[config.mk]
export PLATFORM = sky130hd
export DESIGN_NAME = text_console_cell_writer_flat
export DESIGN_NICKNAME = d
export VERILOG_FILES = /design/src/hw/rtl/tcw_pkg.sv /design/src/hw/rtl/tcw_in_if.sv /design/src/hw/rtl/tcw_out_if.sv /design/src/hw/rtl/text_console_cell_writer.sv /design/src/hw/rtl/tcw_bcd_conv.sv /design/src/hw/rtl/tcw_cursor.sv /design/src/flat_wrapper.sv
export VERILOG_INCLUDE_DIRS = /design/src /design/src/hw/rtl
export SDC_FILE = /design/constraint.sdc
export NUM_CORES = 1
export LEC_CHECK = 0
export BUFFER_PORTS_ARGS = -buffer_cell sky130_fd_sc_hd__buf_2
export CAP_MARGIN = 20
export CORE_MARGIN = 8
export CORE_UTILIZATION = 30
export CTS_BUF_LIST = sky130_fd_sc_hd__clkbuf_16
export DETAILED_ROUTE_END_ITERATION = 8
export GPL_TIMING_DRIVEN = 0
export HOLD_SLACK_MARGIN = 0.1
export PLACE_DENSITY_LB_ADDON = 0.1
export SETUP_SLACK_MARGIN = 0.3
export SLEW_MARGIN = 5
export SYNTH_ARGS = -nofsm -noshare
export SYNTH_HDL_FRONTEND = slang
export SYNTH_SLANG_ARGS = --single-unit
[constraint.sdc]
create_clock -name clk -period 6.18 [get_ports clk]
set_clock_uncertainty 0.15 [all_clocks]
set_input_delay 0.927 -clock clk [delete_from_list [all_inputs] [get_ports clk]]
set_output_delay 0.927 -clock clk [all_outputs]
set_load 0.01 [all_outputs]
[src/hw/rtl/text_console_cell_writer_defines.svh]
// ----------------------------------------------------------------------------
// text_console_cell_writer_defines.svh
// Assertion macros shared by the console writer RTL.
// ----------------------------------------------------------------------------
`ifndef TEXT_CONSOLE_CELL_WRITER_DEFINES_SVH
`define TEXT_CONSOLE_CELL_WRITER_DEFINES_SVH

`ifndef SYNTHESIS
// expr must hold at every edge out of reset
`define TCW_ASSERT(lbl, expr) \
  lbl: assert property (@(posedge clk) disable iff (!rst_n) (expr)) \
    else $error("tcw assertion failed");
// same-cycle implication
`define TCW_ASSERT_IMP(lbl, ante, cons) \
  lbl: assert property (@(posedge clk) disable iff (!rst_n) (ante) |-> (cons)) \
    else $error("tcw assertion failed");
// next-cycle implication
`define TCW_ASSERT_NXT(lbl, ante, cons) \
  lbl: assert property (@(posedge clk) disable iff (!rst_n) (ante) |=> (cons)) \
    else $error("tcw assertion failed");
`else
`define TCW_ASSERT(lbl, expr)
`define TCW_ASSERT_IMP(lbl, ante, cons)
`define TCW_ASSERT_NXT(lbl, ante, cons)
`endif

`endif

[src/hw/rtl/tcw_pkg.sv]
// ----------------------------------------------------------------------------
// tcw_pkg
// Constants, codes, types and helpers for the text console writer.
// ----------------------------------------------------------------------------
package tcw_pkg;

  localparam int unsigned COLUMNS    = 80;
  localparam int unsigned ROWS       = 25;
  localparam int unsigned COL_W      = 7;
  localparam int unsigned ROW_W      = 5;
  localparam int unsigned IDX_W      = 11;
  localparam int unsigned CHAR_W     = 8;
  localparam int unsigned NUM_W      = 32;
  localparam int unsigned POS_W      = 8;
  localparam int unsigned CLR_W      = 4;
  localparam int unsigned ENTRY_W    = 16;
  localparam int unsigned BCD_DIGITS = 10;
  localparam int unsigned BCD_W      = 4 * BCD_DIGITS;
  localparam int unsigned CNT_W      = 4;   // holds BCD_DIGITS
  localparam int unsigned STEP_W     = 6;   // holds NUM_W
  localparam int unsigned CFG_IDX_W  = 1;
  localparam int unsigned CFG_DATA_W = CLR_W;

  // operation codes
  localparam logic [1:0] OP_PUT    = 2'd0;
  localparam logic [1:0] OP_DEC    = 2'd1;
  localparam logic [1:0] OP_HEX    = 2'd2;
  localparam logic [1:0] OP_SETCUR = 2'd3;

  // configuration register indexes
  localparam logic [CFG_IDX_W-1:0] CFG_FG = 1'b0;
  localparam logic [CFG_IDX_W-1:0] CFG_BG = 1'b1;

  // reset colours
  localparam logic [CLR_W-1:0] FG_RESET = 4'hF;
  localparam logic [CLR_W-1:0] BG_RESET = 4'h0;

  // character codes
  localparam logic [CHAR_W-1:0] CHAR_NEWLINE = 8'h0A;
  localparam logic [CHAR_W-1:0] CHAR_ZERO    = 8'h30;
  localparam logic [CHAR_W-1:0] CHAR_X       = 8'h78;
  localparam logic [CHAR_W-1:0] CHAR_A       = 8'h41;

  // cursor update request
  typedef struct packed {
    logic              put;      // cell written, advance with wrap
    logic              newline;  // column 0, next row
    logic              set;      // move if on screen
    logic [POS_W-1:0]  col;
    logic [POS_W-1:0]  row;
  } cur_cmd_t;

  // cursor status: position after the request, cell of the position before
  typedef struct packed {
    logic [COL_W-1:0] col;
    logic [ROW_W-1:0] row;
    logic [IDX_W-1:0] idx;
  } cur_stat_t;

  function automatic logic [CHAR_W-1:0] digit_char(input logic [3:0] d);
    if (d < 4'd10) begin
      return CHAR_ZERO + {4'b0, d};
    end
    return CHAR_A + {4'b0, d} - 8'd10;
  endfunction

endpackage

[src/hw/rtl/tcw_in_if.sv]
// ----------------------------------------------------------------------------
// tcw_in_if
// Command channel: valid/ready with operation and operands.
// ----------------------------------------------------------------------------
interface tcw_in_if;
  import tcw_pkg::*;

  logic              valid;
  logic              ready;
  logic [1:0]        operation;
  logic [CHAR_W-1:0] char_code;
  logic [NUM_W-1:0]  number;
  logic [POS_W-1:0]  new_col;
  logic [POS_W-1:0]  new_row;

  modport source(output valid, operation, char_code, number, new_col, new_row,
                 input ready);
  modport sink(input valid, operation, char_code, number, new_col, new_row,
               output ready);
endinterface

[src/hw/rtl/tcw_out_if.sv]
// ----------------------------------------------------------------------------
// tcw_out_if
// Result channel: valid/ready with one cell write or cursor report.
// ----------------------------------------------------------------------------
interface tcw_out_if;
  import tcw_pkg::*;

  logic               valid;
  logic               ready;
  logic               write_enable;
  logic [IDX_W-1:0]   cell_index;
  logic [ENTRY_W-1:0] cell_entry;
  logic [COL_W-1:0]   cursor_col_now;
  logic [ROW_W-1:0]   cursor_row_now;
  logic               last;

  modport source(output valid, write_enable, cell_index, cell_entry,
                 cursor_col_now, cursor_row_now, last, input ready);
  modport sink(input valid, write_enable, cell_index, cell_entry,
               cursor_col_now, cursor_row_now, last, output ready);
endinterface

[src/hw/rtl/text_console_cell_writer.sv]
// ----------------------------------------------------------------------------
// text_console_cell_writer
// Text-mode console writer: cursor tracking and cell writes for characters,
// decimal and hex numbers, and cursor moves.
// ----------------------------------------------------------------------------
// One command word is taken at a time; in_ch.ready is high only while the
// writer is idle. Results leave at most one per cycle while the sink is ready,
// from an output register, so a stalled sink only holds the writer, never
// drops a word. Put character and set cursor are accepted, then emit one
// result. Hex emits '0', 'x' and eight digits, most significant first.
// Decimal runs the number through the bit-serial binary-to-BCD converter, 32
// shift steps, then walks the ten BCD digits from the top, skipping each
// leading zero and emitting each digit after it. Zero prints a single '0'. A
// newline character moves the cursor without writing; the row wraps to 0,
// there is no scrolling. Colours are written through the cfg port (index 0
// foreground, 1 background) by the user, only while idle; the block does not enforce it.
// ----------------------------------------------------------------------------
`include "text_console_cell_writer_defines.svh"

module text_console_cell_writer (
  input  logic                             clk,
  input  logic                             rst_n,
  tcw_in_if.sink                           in_ch,
  tcw_out_if.source                        out_ch,
  input  logic                             cfg_we,
  input  logic [tcw_pkg::CFG_IDX_W-1:0]    cfg_index,
  input  logic [tcw_pkg::CFG_DATA_W-1:0]   cfg_data
);
  import tcw_pkg::*;

  localparam logic [1:0] S_IDLE = 2'd0;
  localparam logic [1:0] S_CONV = 2'd1;  // BCD converter running
  localparam logic [1:0] S_EMIT = 2'd2;  // at most one result per cycle, while the sink is ready

  logic [1:0]        state_r;
  logic [1:0]        op_r;
  logic [CHAR_W-1:0] ch_r;
  logic [POS_W-1:0]  nc_r, nr_r;
  logic [BCD_W-1:0]  dig_r;              // digit shifter, top nibble next
  logic [CNT_W-1:0]  cnt_r;              // results (or digits) left
  logic              started_r;          // a nonzero decimal digit was seen
  logic [CLR_W-1:0]  fg_r, bg_r;

  // output register
  logic               out_valid_r;
  logic               out_we_r;
  logic [IDX_W-1:0]   out_idx_r;
  logic [ENTRY_W-1:0] out_entry_r;
  logic [COL_W-1:0]   out_col_r;
  logic [ROW_W-1:0]   out_row_r;
  logic               out_last_r;

  logic              accept, conv_start, conv_done;
  logic [BCD_W-1:0]  conv_bcd;
  logic [3:0]        top_dig;
  logic              skip, fire, shift_dig;
  logic [CHAR_W-1:0] emit_char;
  cur_cmd_t          cmd;
  cur_stat_t         stat;

  assign in_ch.ready = (state_r == S_IDLE);
  assign accept      = in_ch.valid && in_ch.ready;
  assign conv_start  = accept && (in_ch.operation == OP_DEC);
  assign top_dig     = dig_r[BCD_W-1 -: 4];

  tcw_bcd_conv u_conv (
    .clk   (clk),
    .rst_n (rst_n),
    .start (conv_start),
    .value (in_ch.number),
    .done  (conv_done),
    .bcd   (conv_bcd)
  );

  // leading zeros of a decimal are dropped, but the units digit always goes
  assign skip = (state_r == S_EMIT) && (op_r == OP_DEC) && !started_r &&
                (top_dig == 4'd0) && (cnt_r != CNT_W'(1));
  assign fire = (state_r == S_EMIT) && !skip && (!out_valid_r || out_ch.ready);

  // hex prefix occupies the first two results and does not consume a digit
  assign shift_dig = !((op_r == OP_HEX) && (cnt_r >= CNT_W'(BCD_DIGITS - 1)));

  always_comb begin
    case (op_r)
      OP_PUT:  emit_char = ch_r;
      OP_HEX: begin
        if (cnt_r == CNT_W'(BCD_DIGITS)) begin
          emit_char = CHAR_ZERO;
        end else if (cnt_r == CNT_W'(BCD_DIGITS - 1)) begin
          emit_char = CHAR_X;
        end else begin
          emit_char = digit_char(top_dig);
        end
      end
      OP_DEC:  emit_char = digit_char(top_dig);
      default: emit_char = '0;
    endcase
  end

  always_comb begin
    cmd         = '0;
    cmd.col     = nc_r;
    cmd.row     = nr_r;
    if (fire) begin
      if (op_r == OP_SETCUR) begin
        cmd.set = 1'b1;
      end else if (emit_char == CHAR_NEWLINE) begin
        cmd.newline = 1'b1;
      end else begin
        cmd.put = 1'b1;
      end
    end
  end

  tcw_cursor u_cursor (
    .clk   (clk),
    .rst_n (rst_n),
    .cmd   (cmd),
    .stat  (stat)
  );

  // sequencer
  always_ff @(posedge clk) begin
    if (!rst_n) begin
      state_r   <= S_IDLE;
      cnt_r     <= '0;
      started_r <= 1'b0;
    end else begin
      case (state_r)
        S_IDLE: begin
          if (accept) begin
            started_r <= 1'b0;
            case (in_ch.operation)
              OP_DEC: begin
                cnt_r   <= CNT_W'(BCD_DIGITS);
                state_r <= S_CONV;
              end
              OP_HEX: begin
                cnt_r   <= CNT_W'(BCD_DIGITS);
                state_r <= S_EMIT;
              end
              default: begin
                cnt_r   <= CNT_W'(1);
                state_r <= S_EMIT;
              end
            endcase
          end
        end
        S_CONV: begin
          if (conv_done) begin
            state_r <= S_EMIT;
          end
        end
        S_EMIT: begin
          if (skip) begin
            cnt_r <= cnt_r - 1'b1;
          end else if (fire) begin
            cnt_r     <= cnt_r - 1'b1;
            started_r <= 1'b1;
            if (cnt_r == CNT_W'(1)) begin
              state_r <= S_IDLE;
            end
          end
        end
        default: state_r <= S_IDLE;
      endcase
    end
  end

  // operands and digit shifter
  always_ff @(posedge clk) begin
    if (accept) begin
      op_r  <= in_ch.operation;
      ch_r  <= in_ch.char_code;
      nc_r  <= in_ch.new_col;
      nr_r  <= in_ch.new_row;
      dig_r <= {in_ch.number, (BCD_W - NUM_W)'(0)};
    end else if ((state_r == S_CONV) && conv_done) begin
      dig_r <= conv_bcd;
    end else if (skip || (fire && shift_dig)) begin
      dig_r <= {dig_r[BCD_W-5:0], 4'h0};
    end
  end

  // colour registers
  always_ff @(posedge clk) begin
    if (!rst_n) begin
      fg_r <= FG_RESET;
      bg_r <= BG_RESET;
    end else if (cfg_we) begin
      case (cfg_index)
        CFG_FG:  fg_r <= cfg_data;
        CFG_BG:  bg_r <= cfg_data;
        default: ;
      endcase
    end
  end

  // output register
  always_ff @(posedge clk) begin
    if (!rst_n) begin
      out_valid_r <= 1'b0;
    end else if (fire) begin
      out_valid_r <= 1'b1;
    end else if (out_ch.ready) begin
      out_valid_r <= 1'b0;
    end
  end

  always_ff @(posedge clk) begin
    if (fire) begin
      out_we_r    <= cmd.put;
      out_idx_r   <= cmd.put ? stat.idx : '0;
      out_entry_r <= cmd.put ? {bg_r, fg_r, emit_char} : '0;
      out_col_r   <= stat.col;
      out_row_r   <= stat.row;
      out_last_r  <= (cnt_r == CNT_W'(1));
    end
  end

  assign out_ch.valid          = out_valid_r;
  assign out_ch.write_enable   = out_we_r;
  assign out_ch.cell_index     = out_idx_r;
  assign out_ch.cell_entry     = out_entry_r;
  assign out_ch.cursor_col_now = out_col_r;
  assign out_ch.cursor_row_now = out_row_r;
  assign out_ch.last           = out_last_r;

  `TCW_ASSERT_NXT(a_one_at_a_time, accept, !in_ch.ready)
  `TCW_ASSERT_IMP(a_nowrite_zero, out_valid_r && !out_we_r, (out_idx_r == '0) && (out_entry_r == '0))
  `TCW_ASSERT(a_state_legal, (state_r == S_IDLE) || (state_r == S_CONV) || (state_r == S_EMIT))

endmodule

[src/hw/rtl/tcw_bcd_conv.sv]
// ----------------------------------------------------------------------------
// tcw_bcd_conv
// Binary to BCD, one shift-and-add-3 step per cycle.
// ----------------------------------------------------------------------------
module tcw_bcd_conv (
  input  logic                       clk,
  input  logic                       rst_n,
  input  logic                       start,
  input  logic [tcw_pkg::NUM_W-1:0]  value,
  output logic                       done,
  output logic [tcw_pkg::BCD_W-1:0]  bcd
);
  import tcw_pkg::*;

  logic [NUM_W-1:0]  sh_r;
  logic [BCD_W-1:0]  bcd_r, bcd_adj;
  logic [STEP_W-1:0] cnt_r;
  logic              busy_r, done_r;

  // add 3 to every digit of 5 or more, digits are independent
  always_comb begin
    for (int i = 0; i < BCD_DIGITS; i++) begin
      if (bcd_r[4*i +: 4] >= 4'd5) begin
        bcd_adj[4*i +: 4] = bcd_r[4*i +: 4] + 4'd3;
      end else begin
        bcd_adj[4*i +: 4] = bcd_r[4*i +: 4];
      end
    end
  end

  always_ff @(posedge clk) begin
    if (!rst_n) begin
      busy_r <= 1'b0;
      done_r <= 1'b0;
      cnt_r  <= '0;
    end else begin
      done_r <= 1'b0;
      if (start) begin
        busy_r <= 1'b1;
        cnt_r  <= STEP_W'(NUM_W);
      end else if (busy_r) begin
        cnt_r <= cnt_r - 1'b1;
        if (cnt_r == STEP_W'(1)) begin
          busy_r <= 1'b0;
          done_r <= 1'b1;
        end
      end
    end
  end

  always_ff @(posedge clk) begin
    if (start) begin
      sh_r  <= value;
      bcd_r <= '0;
    end else if (busy_r) begin
      {bcd_r, sh_r} <= {bcd_adj[BCD_W-2:0], sh_r, 1'b0};
    end
  end

  assign done = done_r;
  assign bcd  = bcd_r;

endmodule

[src/hw/rtl/tcw_cursor.sv]
// ----------------------------------------------------------------------------
// tcw_cursor
// Cursor column/row with wrap, cell index of the current position.
// ----------------------------------------------------------------------------
`include "text_console_cell_writer_defines.svh"

module tcw_cursor (
  input  logic                clk,
  input  logic                rst_n,
  input  tcw_pkg::cur_cmd_t   cmd,
  output tcw_pkg::cur_stat_t  stat
);
  import tcw_pkg::*;

  localparam logic [COL_W-1:0] COL_LAST = COL_W'(COLUMNS - 1);
  localparam logic [ROW_W-1:0] ROW_LAST = ROW_W'(ROWS - 1);

  logic [COL_W-1:0] col_r, col_nxt;
  logic [ROW_W-1:0] row_r, row_nxt, row_inc;
  logic             set_ok;

  assign row_inc = (row_r == ROW_LAST) ? '0 : row_r + 1'b1;
  assign set_ok  = (cmd.col < POS_W'(COLUMNS)) && (cmd.row < POS_W'(ROWS));

  always_comb begin
    col_nxt = col_r;
    row_nxt = row_r;
    if (cmd.set) begin
      if (set_ok) begin
        col_nxt = cmd.col[COL_W-1:0];
        row_nxt = cmd.row[ROW_W-1:0];
      end
    end else if (cmd.newline) begin
      col_nxt = '0;
      row_nxt = row_inc;
    end else if (cmd.put) begin
      if (col_r == COL_LAST) begin
        col_nxt = '0;
        row_nxt = row_inc;
      end else begin
        col_nxt = col_r + 1'b1;
      end
    end
  end

  always_ff @(posedge clk) begin
    if (!rst_n) begin
      col_r <= '0;
      row_r <= '0;
    end else begin
      col_r <= col_nxt;
      row_r <= row_nxt;
    end
  end

  assign stat.col = col_nxt;
  assign stat.row = row_nxt;
  assign stat.idx = IDX_W'(row_r) * IDX_W'(COLUMNS) + IDX_W'(col_r);

  `TCW_ASSERT(a_col_range, col_r <= COL_LAST)
  `TCW_ASSERT(a_row_range, row_r <= ROW_LAST)
  `TCW_ASSERT_NXT(a_set_off_screen, cmd.set && !set_ok, $stable(col_r) && $stable(row_r))

endmodule

[src/flat_wrapper.sv]
// flat-port wrapper written by rule: the top's interface ports become plain ports
module text_console_cell_writer_flat import tcw_pkg::*;
  (clk, rst_n, cfg_we, cfg_index, cfg_data, in_ch_valid, in_ch_operation, in_ch_char_code, in_ch_number, in_ch_new_col, in_ch_new_row, in_ch_ready, out_ch_valid, out_ch_write_enable, out_ch_cell_index, out_ch_cell_entry, out_ch_cursor_col_now, out_ch_cursor_row_now, out_ch_last, out_ch_ready);
  tcw_in_if in_ch_i ();
  tcw_out_if out_ch_i ();
  input  logic clk;
  input  logic rst_n;
  input  logic cfg_we;
  input  logic [tcw_pkg::CFG_IDX_W-1:0] cfg_index;
  input  logic [tcw_pkg::CFG_DATA_W-1:0] cfg_data;
  input wire logic [$bits(in_ch_i.valid)-1:0] in_ch_valid;
  input wire logic [$bits(in_ch_i.operation)-1:0] in_ch_operation;
  input wire logic [$bits(in_ch_i.char_code)-1:0] in_ch_char_code;
  input wire logic [$bits(in_ch_i.number)-1:0] in_ch_number;
  input wire logic [$bits(in_ch_i.new_col)-1:0] in_ch_new_col;
  input wire logic [$bits(in_ch_i.new_row)-1:0] in_ch_new_row;
  output wire logic [$bits(in_ch_i.ready)-1:0] in_ch_ready;
  output wire logic [$bits(out_ch_i.valid)-1:0] out_ch_valid;
  output wire logic [$bits(out_ch_i.write_enable)-1:0] out_ch_write_enable;
  output wire logic [$bits(out_ch_i.cell_index)-1:0] out_ch_cell_index;
  output wire logic [$bits(out_ch_i.cell_entry)-1:0] out_ch_cell_entry;
  output wire logic [$bits(out_ch_i.cursor_col_now)-1:0] out_ch_cursor_col_now;
  output wire logic [$bits(out_ch_i.cursor_row_now)-1:0] out_ch_cursor_row_now;
  output wire logic [$bits(out_ch_i.last)-1:0] out_ch_last;
  input wire logic [$bits(out_ch_i.ready)-1:0] out_ch_ready;
  assign in_ch_i.valid = in_ch_valid;
  assign in_ch_i.operation = in_ch_operation;
  assign in_ch_i.char_code = in_ch_char_code;
  assign in_ch_i.number = in_ch_number;
  assign in_ch_i.new_col = in_ch_new_col;
  assign in_ch_i.new_row = in_ch_new_row;
  assign in_ch_ready = in_ch_i.ready;
  assign out_ch_valid = out_ch_i.valid;
  assign out_ch_write_enable = out_ch_i.write_enable;
  assign out_ch_cell_index = out_ch_i.cell_index;
  assign out_ch_cell_entry = out_ch_i.cell_entry;
  assign out_ch_cursor_col_now = out_ch_i.cursor_col_now;
  assign out_ch_cursor_row_now = out_ch_i.cursor_row_now;
  assign out_ch_last = out_ch_i.last;
  assign out_ch_i.ready = out_ch_ready;
  text_console_cell_writer u_core (.clk(clk), .rst_n(rst_n), .in_ch(in_ch_i), .out_ch(out_ch_i), .cfg_we(cfg_we), .cfg_index(cfg_index), .cfg_data(cfg_data));
endmodule
Word level (Yosys, flattened, before mapping). Cells that the tools add are included.

Bits in registers: 215. Bits of input ports: 68. Output and inout port bits: 43. Logic and storage cells: 183.

$add $sub $neg: 18. Multiply operators: 1. Magnitude comparators: 14. Eq/ne operators: 21. Multiplexer cells: 66. Bitwise logic cells: 3. Reductions and logical operators: 34.

Operators by type and width (count): $mux 40 (3); $mux 32 (2); $mux 4 (13); $ge 4x3->1 const B (10); $mux 8 (5); $add 4x2->4 const B (9); $mux 7 (5); $mux 5 (6); $pmux 8 s3 (1); $mux 1 (17); $mux 2 (7); $logic_and 1x1->1 (12); $mux 6 (2); $add 11x7->11 (1); $add 7x4->8 const A (1); $eq 2x2->1 const B (4); $eq 4x4->1 const B (2); $eq 8x4->1 const B (1); $lt 8x5->1 const B (1); $lt 8x7->1 const B (1); $ne 2x2->1 const B (4); $pmux 4 s2 (1); $reduce_bool 2->1 (4); $sub 8x4->8 const B (1); 32 further kinds (44).

Longest topological paths before layout. Gate-level depths: netlist of run 1.

Depth in word-level cells: 16. Mapped depth: 12. Mapped depth without buffers: 11.

Cells and area by module. From an unflattened synthesis of run 1, not the netlist that was laid out.

Cell total of the unflattened synthesis: 1054. Area, all modules: 10926.7 µm².

Modules (own cells, without submodules): text_console_cell_writer (times used 1, cells an instance 490, area each 5489.0 µm², seq. area each 3453.3 µm²); tcw_bcd_conv (times used 1, cells an instance 402, area each 4105.2 µm², seq. area each 1921.8 µm²); tcw_cursor (times used 1, cells an instance 162, area each 1332.5 µm², seq. area each 240.2 µm²).

Worst setup path after synthesis of run 1. No wires, ideal clock.

Path kind: input -> register. From: input out_ch_ready. To: register u_core.dig_r[10], enable pin. Arrival time: 3517 ps. Data required time: 5545 ps. Slack: 2028 ps. Cell stages on the path: 6. Path buffers: 0. Cell sequence: nor2b_1 -> nor2_1 -> nand2_1 -> clkinv_1 -> a211oi_1 -> nand2b_1.

Word-level cells in the longest chain between the ends: 5.

Ends and longest elaborated chain: from (decl) (line flat_wrapper.sv:25) `input wire logic [$bits(out_ch_i.ready)-1:0] out_ch_ready;`; $logic_or 1x1->1 (line text_console_cell_writer.sv:78) `assign fire = (state_r == S_EMIT) && !skip && (!out_valid_r || out_ch.ready);`; $logic_and 1x1->1 (line text_console_cell_writer.sv:78); net u_core.fire (line text_console_cell_writer.sv:56) `logic skip, fire, shift_dig;`; $logic_and 1x1->1 (line text_console_cell_writer.sv:180) `end else if (skip || (fire && shift_dig)) begin`; $logic_or 1x1->1 (line text_console_cell_writer.sv:180); $reduce_bool 3->1 (no line); to (signal assigned) (line text_console_cell_writer.sv:177) `dig_r <= {in_ch.number, (BCD_W - NUM_W)'(0)};`; to (signal assigned) (line text_console_cell_writer.sv:179) `dig_r <= conv_bcd;`; to (signal assigned) (line text_console_cell_writer.sv:181) `dig_r <= {dig_r[BCD_W-5:0], 4'h0};`; to (decl) (line text_console_cell_writer.sv:39) `logic [BCD_W-1:0] dig_r;`.

The timed path passes the listed nets, and every way through them passes these cells. A chain may end at the register's enable or synchronous reset.

==> results.py, run 1 <==
metrics = {
    "pwr": {
        "p_per_area_nw_per_um2": 343,
        "ir_worst_vdd_v": 0.000222,
        "p_leak_nw": 4.94,
    },
    "placed_design": {
        "dp_hpwl_um": 20500,
        "gp_congestion": 0.817,
        "dp_slack_ns": 2.11,
        "dp_cells": 1612,
        "io_buffers": 110,
        "dpl_cell_area_um2": 11600,
    },
    "timing": {
        "min_period_ns": 4.00,
        "worst_slack_ns": 2.18,
        "setup_viol": 0,
        "rsz0062_at_grt": "false",
        "fmax_ghz": 0.250,
        "slew_violations": 0,
        "max_slew_margin": 0.425,
        "period_share": 0.647,
        "fin_tns_setup_ns": 0,
        "worst_pin_slew_ns": 0.856,
        "hold_viol_final": 0,
    },
    "layout": {
        "fillCellCount": 3503,
        "n_antenna_cell": 0,
        "design_area_um2": 12500,
        "layoutNonFillerInstCount": 1664,
        "register_area_um2": 5620,
        "multi_input_area_um2": 4450,
        "drive_above_1_share": 0.143,
        "nNetsFinal": 1297,
        "layout-area-overhead-vs-synth_pct": 20.6,
    },
    "critical_path": {
        "startpoint_type": "register",
        "critPathCaptureType": "register",
        "cpPeakStageDelay_ns": 0.55,
        "path_cells": "inv_1, ha_1, nor3b_1, nand3b_1, nand2_1, clkinv_2, buf_12, nand2_1, a21oi_1, clkbuf_1, a211oi_1, nor3_1",
        "rr_startpoint": "u_core.cnt_r[1]",
        "arrival_ns": 4.20,
        "crit_type": "reg2reg",
        "crit_required_ns": 6.37,
        "critPathMaxFanout": 40,
        "reg2reg_depth": 12,
        "rr_endpoint": "u_core.out_ch.cursor_col_now[4]",
        "path_common_cell": "nand2_1",
        "reg2reg_slack_ns": 2.18,
        "slowest_stage": "nor3b_1",
    },
    "synthesis": {
        "yosysMostFrequentCell": "nand2_1",
        "ys_seq_area_frac": 0.540,
        "synthDominantCellAreaShare": 0.379,
        "synth.cell_area_um2": 10400,
        "ys_ff_latch": 215,
        "synth_edf_count": 131,
        "synth_nets": 1153,
        "yosys.area.top_type": "edfxtp_1",
        "async_flop_share": 0,
        "syn_avg_cell_area_um2": 9.96,
        "synth_top_cells_by_area": "edfxtp_1, dfxtp_1, nand2_1",
        "synthFlopType": "edfxtp_1",
        "yosys.cell_types.count": 60,
        "synthCells": 1043,
        "yosys-top-cells-count": "nand2_1, edfxtp_1, dfxtp_1",
        "yosysWarnings": 0,
    },
    "global_route": {
        "grt-ovfl-total": 0,
        "grt_pass1_vias": 8032,
        "grt_use_total": 0.135,
        "antenna_found_initial": 0,
        "grt_first_pass_wirelength_um": 45200,
        "grt_max_degree": 41,
    },
    "clocking": {
        "cts_htree_levels": 1,
        "ctsResizeCount": 0,
        "cts_hold_buf": 0,
        "cts.sinks": 215,
        "cts_made_buffers": 28,
        "post_cts_buffers": 0,
        "clk_pin_slew_ns": 0.06,
        "clock_path_buffers": 3,
        "clock_latency_ns": 0.54,
        "cts-root-buf": "clkbuf_16",
        "cts_tree": "built",
    },
    "die": {
        "die_h_um": 202,
        "initial_core_util": 0.303,
        "die_area_um2": 40800,
        "io_pins": 111,
        "rows": 68,
        "die_w_um": 202,
        "core_area_um2": 34300,
    },
    "flow_run": {
        "drv_cap": 0,
    },
    "detailed_routing": {
        "drc": 0,
        "drt_iter0_drc": 422,
        "drtAntennaViolNets": 0,
        "drt-pass1-iter-count": 5,
        "wl_per_cell_um": 16.8,
        "maxUsedRoutingLayer": "met4",
        "wl_um": 28000,
        "route.met3.wl_um": 1060,
        "viasPerCell": 4.75,
        "route.met2.wl_um": 13000,
        "vias": 7912,
        "wl_met1_um": 13300,
    },
    "min_path": {
        "holdPathStages": 2,
        "hold_end": "u_core.bg_r[2]",
        "hold_path.startpoint": "u_core.bg_r[2]",
        "hold_class": "reg2reg",
    },
    "outcome": {
        "outcome": "finished clean",
    },
}
sequential cells by signal (all words and copies together) (netlist names), 5 cells and up:
signal and cells:
u_core.ch_r 8, u_core.dig_r 40, u_core.nc_r 8, u_core.nr_r 8, u_core.out_ch.cell_entry 16, u_core.out_ch.cell_index 11, u_core.out_ch.cursor_col_now 7, u_core.out_ch.cursor_row_now 5
u_core.u_conv.bcd 40, u_core.u_conv.cnt_r 6, u_core.u_conv.sh_r 32, u_core.u_cursor.col_r 7, u_core.u_cursor.row_r 5
metrics by stage:
step	util	hold WS, ns	total power [W]
after floorplan	-	0.282	0.00245
after detailed placement	0.339	0.297	0.00273
after CTS	0.365	0.305	0.00437
after global placement	0.336	0.293	0.00271
final	0.365	0.302	0.00430
after global routing	0.365	0.330	0.00455
critical path: cells and delay by family, from the launching register on:
family / cells / cell delay, ns
AND/OR/NAND/NOR: 5 / 1.56
buffers and inverters: 4 / 0.99
flip-flops: 1 / 0.33
AO/OA/AOI/OAI: 2 / 0.53
adder cells (fa/ha/maj): 1 / 0.22
report_power, final:
| part | total (W) | switching [W] | internal [W] | leakage, nW |
|---|---|---|---|---|
| Sequential | 0.00192 | 0.000174 | 0.00175 | 1.93 |
| Clock | 0.00161 | 0.000642 | 0.000971 | 0.439 |
| Combinational | 0.000764 | 0.000448 | 0.000316 | 2.57 |
placed cells by master (no fill, tap or decap), types with 29 or more instances in the layout:
cell / synthesis / final
clkbuf_16: 0 / 29
nand2_1: 189 / 188
o21ai_0: 77 / 77
mux2i_1: 51 / 51
a21oi_1: 75 / 75
buf_2: 3 / 113
ha_1: 40 / 40
edfxtp_1: 131 / 131
nor2_1: 79 / 79
clkbuf_1: 42 / 41
inv_1: 36 / 38
dfxtp_1: 84 / 84
worst max-delay path by stage:
stage	startpoint	to	slack (ns)	cells after the start
global route	u_core.cnt_r[1]	u_core.out_ch.cursor_col_now[4]	1.81	12
floorplan	out_ch_ready	u_core.dig_r[10]	2.03	6
global placement	out_ch_ready	u_core.dig_r[23]	0.12	7
detailed placement	u_core.cnt_r[1]	u_core.out_ch.cursor_col_now[4]	2.11	12
CTS	u_core.cnt_r[1]	u_core.out_ch.cursor_col_now[4]	2.07	12
finish	u_core.cnt_r[1]	u_core.out_ch.cursor_col_now[4]	2.18	12
logic make-up (layout without fill, tap and decap cells):
kind of cell	after synthesis	count (layout)	share of synthesized area
and+or+nand+nor	414	414	0.185
DFF	215	215	0.540
AOI/OAI and AO/OA	208	208	0.118
buffers and inverters	86	252	0.0322
muxes	54	54	0.0524
adders and majority gates	42	42	0.0520
xor gates and xnor gates	24	24	0.0202
cell type report:
class,count,area share
Timing Repair Buffer,114,0.0515
Inverter,37,0.0112
Sequential cell,215,0.448
Clock buffer,29,0.0579
Clock inverter,23,0.0153
Multi-Input combinational cell,742,0.355
Buffer,49,0.0157
Tap cell,455,0.0454
metal layers:
| layer | up-vias | global-route usage |
|---|---|---|
| li1 | 3990 | - |
| met1 | 3724 | 0.178 |
| met2 | 153 | 0.224 |
| met5 | - | 0 |
| met3 | 45 | 0.0229 |
| met4 | 0 | 0.0409 |
Note: power is estimated with default switching activity, not from simulation.
==> run 2: changes to the inputs <==
- ABC_AREA: unset -> 1
- clock period: 6.18 -> 4.1 ns (I/O delays scaled with it)
==> run 2 against run 1 <==
Against the previous run: worst setup slack got worse by 1.6 ns; via count rose by 7.0%; sequential power rose by 46%; clock-buffer cell count fell by 3; synthesized area rose by 0.36%; non-clock buffer count rose by 10; global-route usage rose by 0.85 points; flip-flop and latch count did not move; cell count rose by 9.1%; critical path type unchanged; largest cell class unchanged.
==> results.py, run 2 <==
metrics = {
    "outcome": {
        "outcome": "finished clean",
    },
    "critical_path": {
        "crit_required_ns": 4.18,
        "crit_type": "reg2reg",
        "arrival_ns": 3.58,
        "startpoint_type": "register",
        "reg2reg_depth": 13,
        "rr_startpoint": "u_core.cnt_r[1]",
        "crit_start": "u_core.cnt_r[1]",
        "critPathMaxFanout": 46,
        "rr_endpoint": "u_core.dig_r[23]",
        "crit_path_end": "u_core.dig_r[23]",
        "reg2reg_slack_ns": 0.60,
        "critPathCaptureType": "register",
    },
    "synthesis": {
        "ys_ff_latch": 215,
        "yosys.area.top_type": "edfxtp_1",
        "yosysWarnings": 0,
        "yosysMostFrequentCell": "nand2_1",
        "yosys.cell_types.count": 47,
        "synthCells": 1181,
        "synth.cell_area_um2": 10400,
        "synth_edf_count": 131,
        "synth_top_cells_by_area": "edfxtp_1, dfxtp_1, nand2_1",
        "synthDominantCellAreaShare": 0.377,
        "synth_nets": 1291,
        "async_flop_share": 0,
        "yosys-top-cells-count": "nand2_1, o21ai_0, inv_1",
        "syn_avg_cell_area_um2": 8.83,
        "ys_seq_area_frac": 0.539,
        "synthFlopType": "edfxtp_1",
    },
    "pwr": {
        "fin_total_pwr_w": 0.00617,
        "p_sw_frac": 0.294,
        "ir_worst_vdd_v": 0.000340,
        "seqPwrFrac": 0.455,
        "p_switching_w": 0.00182,
        "comb_power_share": 0.181,
        "power_frac_clock": 0.364,
        "p_per_area_nw_per_um2": 488,
        "p_leak_nw": 5.38,
        "p_int_w": 0.00436,
    },
    "die": {
        "core_area_um2": 34400,
        "initial_core_util": 0.303,
        "die_area_um2": 41000,
        "io_pins": 111,
        "rows": 68,
        "die_h_um": 202,
        "die_w_um": 202,
    },
    "timing": {
        "worst_slack_ns": 0.601,
        "period_share": 0.853,
        "hold_viol_final": 0,
        "rsz0062_at_grt": "false",
        "slew_violations": 0,
        "worst_pin_slew_ns": 0.744,
        "fmax_ghz": 0.286,
        "setup_viol": 0,
        "max_slew_margin": 0.504,
        "min_period_ns": 3.50,
    },
    "global_route": {
        "grt-ovfl-total": 0,
        "grt_pass1_vias": 8737,
        "grt_first_pass_wirelength_um": 47900,
        "antenna_found_initial": 1,
        "grt_max_degree": 47,
        "grt_use_total": 0.144,
    },
    "layout": {
        "utilization": 0.368,
        "most-common-layout-cells": "nand2_1, o21ai_0, inv_1",
        "layoutNonFillerInstCount": 1816,
        "drive_above_1_share": 0.142,
        "final_common_cell": "nand2_1",
        "nNetsFinal": 1451,
        "n_antenna_cell": 0,
        "layout-area-overhead-vs-synth_pct": 21.4,
        "design_area_um2": 12700,
    },
    "placed_design": {
        "dp_cells": 1748,
        "dp_slack_ns": 0.0742,
        "gp_congestion": 0.825,
        "dpl_cell_area_um2": 11600,
        "dp_hpwl_um": 21900,
        "io_buffers": 110,
    },
    "detailed_routing": {
        "drc": 0,
        "wl_per_cell_um": 16.4,
        "wl_um": 29800,
        "drt-pass1-iter-count": 5,
        "vias": 8467,
        "drt_iter0_drc": 496,
        "viasPerCell": 4.66,
        "drtAntennaViolNets": 0,
    },
    "clocking": {
        "cts-root-buf": "clkbuf_16",
        "clk_pin_slew_ns": 0.06,
        "clock_latency_ns": 0.54,
        "cts_htree_levels": 1,
        "post_cts_buffers": 0,
        "cts.sinks": 215,
        "cts_made_buffers": 26,
        "cts_tree": "built",
        "clock_path_buffers": 3,
    },
    "flow_run": {
        "drv_cap": 0,
    },
    "min_path": {
        "hold_class": "in2reg",
    },
}
==> run 2: cell count changes after synthesis, moves of 19 or more <==
cell,before,now
inv_1,36,138
o21ai_0,77,165
mux2i_1,51,0
nor2_1,79,119
nand2_1,189,225
and2_1,23,1
nand2b_1,19,0
==> run 2: final cells by class <==
class | instances | area (µm²)
multi-input combinational | 775 | 4070
timing repair buffer | 132 | 816
clock buffer | 26 | 651
tap | 455 | 569
fill | 3627 | 21700
buffer | 41 | 183
inverter | 150 | 568
sequential | 215 | 5620
clock inverter | 22 | 184
==> run 2: power groups by stage <==
stage | clock network, W | registers (W) | logic, W
after global placement | 0 | 0.00286 | 0.00108
after global routing | 0.00240 | 0.00285 | 0.00129
after CTS | 0.00232 | 0.00281 | 0.00112
final | 0.00225 | 0.00281 | 0.00111
after floorplan | 0 | 0.00281 | 0.000743
after detailed placement | 0 | 0.00285 | 0.00111
==> run 2: worst min path at each step <==
stage,from,endpoint,slack (ns),cells past startpoint
2_1_floorplan,u_core.u_conv.sh_r[31],u_core.u_conv.bcd[0],0.26,2
3_3_place_gp,u_core.bg_r[0],u_core.bg_r[0],0.29,2
3_5_place_dp,u_core.bg_r[1],u_core.bg_r[1],0.29,2
4_1_cts,in_ch_operation[0],u_core.op_r[0],0.10,1
5_1_grt,in_ch_new_row[0],u_core.nr_r[0],0.10,1
6_report,in_ch_char_code[5],u_core.ch_r[5],0.12,1
==> run 2: cells by family after synthesis <==
group	Yosys count	synth area share
AO/OA/AOI/OAI	284	0.150
XOR/XNOR	15	0.0126
adder cells (fa/ha/maj)	42	0.0518
buffers and inverters	191	0.0714
flip-flops	215	0.539
AND/OR/NAND/NOR	434	0.176
==> run 2: metal layers <==
layer	track usage	wire [µm]	vias up
met1	0.178	13300	3953
li1	-	-	4327
met5	0	13	-
met2	0.256	14700	139
met3	0.0261	1230	46
met4	0.0326	608	2
==> run 2: worst max-delay path: stages, from the launching register on <==
cell	delay (ns)
dfxtp_1	0.33
inv_1	0.10
ha_1	0.22
nand3_1	0.12
nand2_1	0.16
nor3_2	0.09
nor2_2	0.12
nand2_2	0.16
inv_6	0.35
o21ai_0	0.22
nand2_1	0.37
inv_2	0.12
nand2_2	0.42
buf_16	0.22
==> run 2: stage by stage <==
step / hold WS, ns / TNS, ns
final: 0.123 / 0
after global placement: 0.290 / -19.93
after detailed placement: 0.291 / 0
after global routing: 0.103 / 0
after floorplan: 0.264 / 0
after CTS: 0.102 / 0
==> run 2: timing repair <==
action | in CTS | in global routing
cloned | 0 | 0
resized for setup | 1 | 1
endpoints found under the hold margin | 18 | 1
hold buffers | 18 | 1
endpoints found under the setup margin | 32 | 16
